## config.mk

```make
export PLATFORM = sky130hd
export DESIGN_NAME = string_multiset_intersection
export DESIGN_NICKNAME = d
export VERILOG_FILES = /design/src/rtl/smi_pkg.sv /design/src/rtl/smi_count_ram.sv /design/src/rtl/smi_valid_table.sv /design/src/rtl/string_multiset_intersection.sv
export SDC_FILE = /design/constraint.sdc
export NUM_CORES = 2
export LEC_CHECK = 0
export BUFFER_PORTS_ARGS = -buffer_cell sky130_fd_sc_hd__buf_2
export CORE_MARGIN = 1
export CORE_UTILIZATION = 35
export DETAILED_ROUTE_END_ITERATION = 12
export SYNTH_ARGS = -nofsm -noshare
export SYNTH_HDL_FRONTEND = slang
export SYNTH_SLANG_ARGS = --single-unit
```

## constraint.sdc

```tcl
create_clock -name clk_i -period 27.9 [get_ports clk_i]
set_clock_uncertainty 0.05 [all_clocks]
set_input_delay 6.975 -clock clk_i [delete_from_list [all_inputs] [get_ports clk_i]]
set_output_delay 6.975 -clock clk_i [all_outputs]
set_load 0.01 [all_outputs]
```

## src/rtl/smi_pkg.sv

```systemverilog
// ----------------------------------------------------------------------------
// smi_pkg
// Shared types and constants for the byte string multiset intersection block.
// ----------------------------------------------------------------------------
package smi_pkg;

  localparam int unsigned MaxLen   = 4096;
  localparam int unsigned CntW     = $clog2(MaxLen + 1);
  localparam int unsigned ChW      = 8;
  localparam int unsigned NumChars = 1 << ChW;

  typedef logic [CntW-1:0] cnt_t;
  typedef logic [ChW-1:0]  ch_t;

  typedef enum logic {
    CMD_LOAD   = 1'b0,
    CMD_STREAM = 1'b1
  } cmd_e;

  typedef struct packed {
    cmd_e cmd;
    ch_t  ch;
    logic last;
  } in_item_t;

  typedef struct packed {
    ch_t  out_char;
    logic keep;
    logic out_last;
  } out_item_t;

  // Update request to the valid bit table
  typedef struct packed {
    logic set;
    logic clr;
    ch_t  idx;
  } vt_req_t;

endpackage

```

## src/rtl/smi_count_ram.sv

```systemverilog
// ----------------------------------------------------------------------------
// smi_count_ram
// Count memory, one entry per byte value; one write and one registered read.
// ----------------------------------------------------------------------------
module smi_count_ram (
  input  logic          clk_i,
  input  logic          we_i,
  input  smi_pkg::ch_t  waddr_i,
  input  smi_pkg::cnt_t wdata_i,
  input  logic          re_i,
  input  smi_pkg::ch_t  raddr_i,
  output smi_pkg::cnt_t rdata_o
);

  smi_pkg::cnt_t mem [smi_pkg::NumChars];
  smi_pkg::cnt_t rdata_q;

  always_ff @(posedge clk_i) begin
    if (we_i) begin
      mem[waddr_i] <= wdata_i;
    end
  end

  // Read-before-write: a same-address write in the same cycle is not seen
  always_ff @(posedge clk_i) begin
    if (re_i) begin
      rdata_q <= mem[raddr_i];
    end
  end

  assign rdata_o = rdata_q;

endmodule

```

## src/rtl/smi_valid_table.sv

```systemverilog
// ----------------------------------------------------------------------------
// smi_valid_table
// One valid bit per count entry; set on write, flash cleared at job end.
// ----------------------------------------------------------------------------
module smi_valid_table (
  input  logic             clk_i,
  input  logic             rst_ni,
  input  smi_pkg::vt_req_t req_i,
  input  smi_pkg::ch_t     rd_idx_i,
  output logic             rd_valid_o
);

  logic [smi_pkg::NumChars-1:0] valid_q;
  logic [smi_pkg::NumChars-1:0] valid_d;

  // Clear wins over a set in the same cycle
  always_comb begin
    valid_d = valid_q;
    if (req_i.set) begin
      valid_d[req_i.idx] = 1'b1;
    end
    if (req_i.clr) begin
      valid_d = '0;
    end
  end

  always_ff @(posedge clk_i or negedge rst_ni) begin
    if (!rst_ni) begin
      valid_q <= '0;
    end else begin
      valid_q <= valid_d;
    end
  end

  assign rd_valid_o = valid_q[rd_idx_i];

endmodule

```

## src/rtl/string_multiset_intersection.sv

```systemverilog
// ----------------------------------------------------------------------------
// string_multiset_intersection
// Counts first-string bytes into a table, then marks second-string bytes.
// ----------------------------------------------------------------------------
// Stage one, then the output register, hold a streamed item and its result.
// Throughput: one item per cycle while the output is not stalled; the count
// memory read-modify-write is forwarded for back-to-back same-byte items.
// Reset: clears pipeline control and all valid bits, so every count reads as
// zero; the count memory itself is not cleared and needs no clearing pass.
module string_multiset_intersection (
  input  logic               clk_i,
  input  logic               rst_ni,
  input  logic               in_valid_i,
  output logic               in_ready_o,
  input  smi_pkg::in_item_t  in_i,
  output logic               out_valid_o,
  input  logic               out_ready_i,
  output smi_pkg::out_item_t out_o
);

  logic               in_fire;
  logic               s1_valid_q, s1_valid_d;
  smi_pkg::in_item_t  s1_item_q;
  logic               s1_fire;
  logic               s1_stream;
  logic               fwd_q, fwd_d;
  smi_pkg::cnt_t      fwd_val_q;
  smi_pkg::cnt_t      rd_data;
  logic               rd_valid;
  smi_pkg::cnt_t      cnt_cur;
  smi_pkg::cnt_t      cnt_new;
  logic               keep;
  logic               wr_en;
  logic               job_end;
  smi_pkg::vt_req_t   vt_req;
  logic               out_valid_q, out_valid_d;
  smi_pkg::out_item_t out_q;

  assign s1_stream = (s1_item_q.cmd == smi_pkg::CMD_STREAM);
  assign s1_fire   = s1_valid_q && (!s1_stream || !out_valid_q || out_ready_i);
  assign in_ready_o = !s1_valid_q || s1_fire;
  assign in_fire   = in_valid_i && in_ready_o;

  smi_count_ram u_ram (
    .clk_i   (clk_i),
    .we_i    (wr_en),
    .waddr_i (s1_item_q.ch),
    .wdata_i (cnt_new),
    .re_i    (in_fire),
    .raddr_i (in_i.ch),
    .rdata_o (rd_data)
  );

  smi_valid_table u_vt (
    .clk_i      (clk_i),
    .rst_ni     (rst_ni),
    .req_i      (vt_req),
    .rd_idx_i   (s1_item_q.ch),
    .rd_valid_o (rd_valid)
  );

  // Current count: forwarded write, else memory gated by its valid bit
  always_comb begin
    if (fwd_q) begin
      cnt_cur = fwd_val_q;
    end else if (rd_valid) begin
      cnt_cur = rd_data;
    end else begin
      cnt_cur = '0;
    end
  end

  always_comb begin
    keep    = 1'b0;
    cnt_new = cnt_cur;
    unique case (s1_item_q.cmd)
      smi_pkg::CMD_LOAD: begin
        if (cnt_cur < smi_pkg::cnt_t'(smi_pkg::MaxLen)) begin
          cnt_new = cnt_cur + smi_pkg::cnt_t'(1);
        end else begin
          cnt_new = smi_pkg::cnt_t'(smi_pkg::MaxLen);
        end
      end
      smi_pkg::CMD_STREAM: begin
        keep    = (cnt_cur != '0);
        cnt_new = cnt_cur - smi_pkg::cnt_t'(1);
      end
      default: begin
        cnt_new = cnt_cur;
      end
    endcase
  end

  assign wr_en   = s1_fire && (!s1_stream || keep);
  assign job_end = s1_fire && s1_stream && s1_item_q.last;

  assign vt_req.set = wr_en;
  assign vt_req.clr = job_end;
  assign vt_req.idx = s1_item_q.ch;

  // The memory read misses a write landing on the same edge; a job end
  // clears everything, so nothing is forwarded across it
  assign fwd_d = wr_en && !job_end && (s1_item_q.ch == in_i.ch);

  always_comb begin
    s1_valid_d = s1_valid_q;
    if (in_fire) begin
      s1_valid_d = 1'b1;
    end else if (s1_fire) begin
      s1_valid_d = 1'b0;
    end
  end

  always_comb begin
    out_valid_d = out_valid_q;
    if (s1_fire && s1_stream) begin
      out_valid_d = 1'b1;
    end else if (out_ready_i) begin
      out_valid_d = 1'b0;
    end
  end

  always_ff @(posedge clk_i or negedge rst_ni) begin
    if (!rst_ni) begin
      s1_valid_q  <= 1'b0;
      fwd_q       <= 1'b0;
      out_valid_q <= 1'b0;
    end else begin
      s1_valid_q  <= s1_valid_d;
      out_valid_q <= out_valid_d;
      if (in_fire) begin
        fwd_q <= fwd_d;
      end
    end
  end

  always_ff @(posedge clk_i) begin
    if (in_fire) begin
      s1_item_q <= in_i;
      fwd_val_q <= cnt_new;
    end
    if (s1_fire && s1_stream) begin
      out_q.out_char <= s1_item_q.ch;
      out_q.keep     <= keep;
      out_q.out_last <= s1_item_q.last;
    end
  end

  assign out_valid_o = out_valid_q;
  assign out_o       = out_q;

endmodule
```

==> flow_summary.toml <==
[outcome]
status = "finished clean"

[yosys]
synth_edf_count = 3374
synthArstFlopShare_pct = 7.129
seq_area_frac_synth_pct = 75.62
synth_seq_cells = 3633
synthCells = 6087
synth_area_per_cell_um2 = 23.42
synthFlopType = "edfxtp_1"
syn_nets = 6104
yosys_warnings = 0
synth.cell_area_mm2 = 0.1425
yosysUniqueCellTypes = 64

[clock_network]
path_clk_slew_ns = 0.06
root_buffer = "clkbuf_16"
cts_sinks = 3633
cts_buffers = 363
cts_tree = "done"
post_cts_buffers = 0
clkLatencyLatePin_ns = 0.93
ctsResizeCount = 0
cts-hold-fix-buffers = 0
cts_buffer_depth = 4
htreeDepth = 5

[hold_path]
min_to = "u_vt.valid_q[206]"
hold_depth = 1
hold_path_class = "reg -> reg"
min_from = "u_vt.valid_q[206]"

[sta]
worst_slew_pin_slew_ns = 1.438
max_freq_mhz = 67.55
slew_viol_final = 0
setup_tns_ns = 0
setup_viol = 0
layout_min_cycle_time_ns = 14.80
timing.final.ws_setup_ns = 13.10
period_share_pct = 53.06
hold_viol_final = 0
slew_headroom_pct = 3.826
rsz0062_at_grt = "false"

[die]
io_pins = 26
dieArea_mm2 = 0.4098
core_area_mm2 = 0.4041
die_w_um = 640.2
num_rows = 233
start_util_pct = 35.28
fp.dieH_um = 640.2

[routing]
routed_via_density = 5.520
wirelength_um = 368200
antenna_left = 0
vias = 66660
drtIter0Drc = 7554
drc_errors = 0
drt-pass1-iter-count = 6
wl_per_cell_um = 30.49

[global_route]
met1_usage_pct = 24.45
busiest_layer = "met2"
grt_pass1_vias = 67833
grt_util_met3_pct = 3.359
use_met2_pct = 28.55
grt_max_degree = 163
overflow = 0
grt_antenna_before_repair = 20
grt_pass1_wl_um = 519600
grt_use_total_pct = 17.80

[cells_and_area]
fill_cells = 35115
fin_nets = 6384
syn2layout_area_growth_pct = 13.87
final_area_mm2 = 0.1623
fin_util_pct = 40.17
regArea_mm2 = 0.1078
layout_commonest_cell = "edfxtp_1"
drive_above_1_share_pct = 33.67
final_cell_mix = "3374 x edfxtp_1, 1144 x mux4_2, 370 x clkbuf_16, 262 x buf_4, 259 x dfrtp_1"
multi_input_area_mm2 = 0.03381

[critical_path]
cp_data_required_time_ns = 20.88
path_max_fanout = 4
ff2ff_setup_slack_ns = 18.82
r2r_start = "s1_item_q[3]"
cp.arrival_ns = 7.78
worst-r2r-cell-count = 16
end_kind = "output pin"
critical_path_class = "in -> out"
critPathLaunchType = "input port"
rr_endpoint = "u_ram.mem[158][7]"

[flow_run]
maxCapViolations = 0

[pwr]
max-vdd-ir-drop_mv = 0.04983
p_leak_uw = 0.05096
powerDensity_mw_per_mm2 = 74.68

[placement]
place_area_mm2 = 0.1507
gp_congestion = 0.8763
dpl.hpwl_um = 212900
dp_slack_ns = 13.09
portBuffers = 25
==> power breakdown <==
group	switching [µW]	internal [µW]	total (µW)	leakage (µW)
Combinational	724	247	971	0.0111
Sequential	22.8	6320	6340	0.0342
Clock	2060	2750	4810	0.00563
Total	2810	9320	12100	0.0510
==> cells in the mapped netlist (3+ instances only) <==
library cell	instances	share of area (%)
a21oi_1	17	0.060
a22o_1	5	0.031
a22oi_1	28	0.15
a31oi_1	3	0.013
and2_1	5	0.022
buf_1	79	0.21
buf_12	24	0.34
buf_2	10	0.035
buf_4	6	0.032
buf_6	9	0.071
clkbuf_1	231	0.61
clkbuf_4	19	0.10
dfrtp_1	259	4.5
edfxtp_1	3374	71
ha_1	3	0.026
inv_1	5	0.013
mux2_2	6	0.047
mux2i_1	56	0.39
mux4_1	4	0.074
mux4_2	1144	18
nand2_1	87	0.23
nand2b_1	17	0.075
nand3_1	18	0.063
nand3b_1	3	0.016
nor2_1	28	0.074
nor2b_1	9	0.039
nor3_1	52	0.18
nor3_2	200	1.4
nor3b_1	4	0.021
nor4_1	29	0.13
o211ai_1	3	0.016
o21a_1	260	1.4
o21ai_0	19	0.067
o22ai_1	3	0.013
or2_2	4	0.018
or3_1	8	0.035
xnor2_1	14	0.086
xor2_1	6	0.037
==> cell type report <==
cell class / instances / share of cell area (%)
Timing Repair Buffer: 293 / 1.420
Clock buffer: 455 / 5.981
Antenna cell: 11 / 0.01696
Clock inverter: 202 / 1.158
Sequential cell: 3633 / 66.41
Inverter: 6 / 0.01387
Tap cell: 5405 / 4.166
Multi-Input combinational cell: 2070 / 20.83
==> how the worst max path moves through the flow <==
stage | slack [ns] | cells past startpoint | to | start
3_3_place_gp | 13.03 | 4 | in_ready_o | out_ready_i
3_5_place_dp | 13.09 | 4 | in_ready_o | out_ready_i
2_1_floorplan | 12.24 | 13 | fwd_val_q[11] | s1_item_q[1]
5_1_grt | 13.04 | 4 | in_ready_o | out_ready_i
4_1_cts | 13.08 | 4 | in_ready_o | out_ready_i
6_report | 13.10 | 4 | in_ready_o | out_ready_i
==> registers in the layout, summed over array words and instances (netlist names) <==
register,count
out_o,10
u_ram.mem,3328
u_ram.rdata_o,13
fwd_q,1
fwd_val_q,13
s1_stream,1
u_vt.valid_q,256
out_valid_o,1
s1_item_q,9
s1_valid_q,1
==> cell families after synthesis <==
family / synth area share (%)
compound gates: 1.884
xor+xnor: 0.1229
fa+ha+maj: 0.02634
buf+inv: 1.407
flops: 75.62
mux: 18.59
simple gates: 2.346
==> through the flow <==
step | std cells | total power [µW] | hold slack (ns)
5_1_grt | 12072 | 12450 | 0.4457
3_3_place_gp | 11406 | 7388 | 0.4157
6_report | 12075 | 12120 | 0.4369
4_1_cts | 12063 | 12210 | 0.4380
3_5_place_dp | 11406 | 7441 | 0.4244
2_1_floorplan | 6087 | 7147 | 0.3706
==> critical path: stages <==
cell     delay (ns)
buf_2          0.11
nor2b_1        0.29
nand3_1        0.18
buf_2          0.21
==> routing by layer <==
layer / share of wire, % / wire length [µm] / up-vias
li1: - / - / 26708
met1: 41 / 149900 / 36614
met2: 48 / 177100 / 2796
met3: 7.6 / 28080 / 536
met4: 3.5 / 13010 / 6
met5: 0.011 / 41 / -
Power figures use the tool's default switching activity.
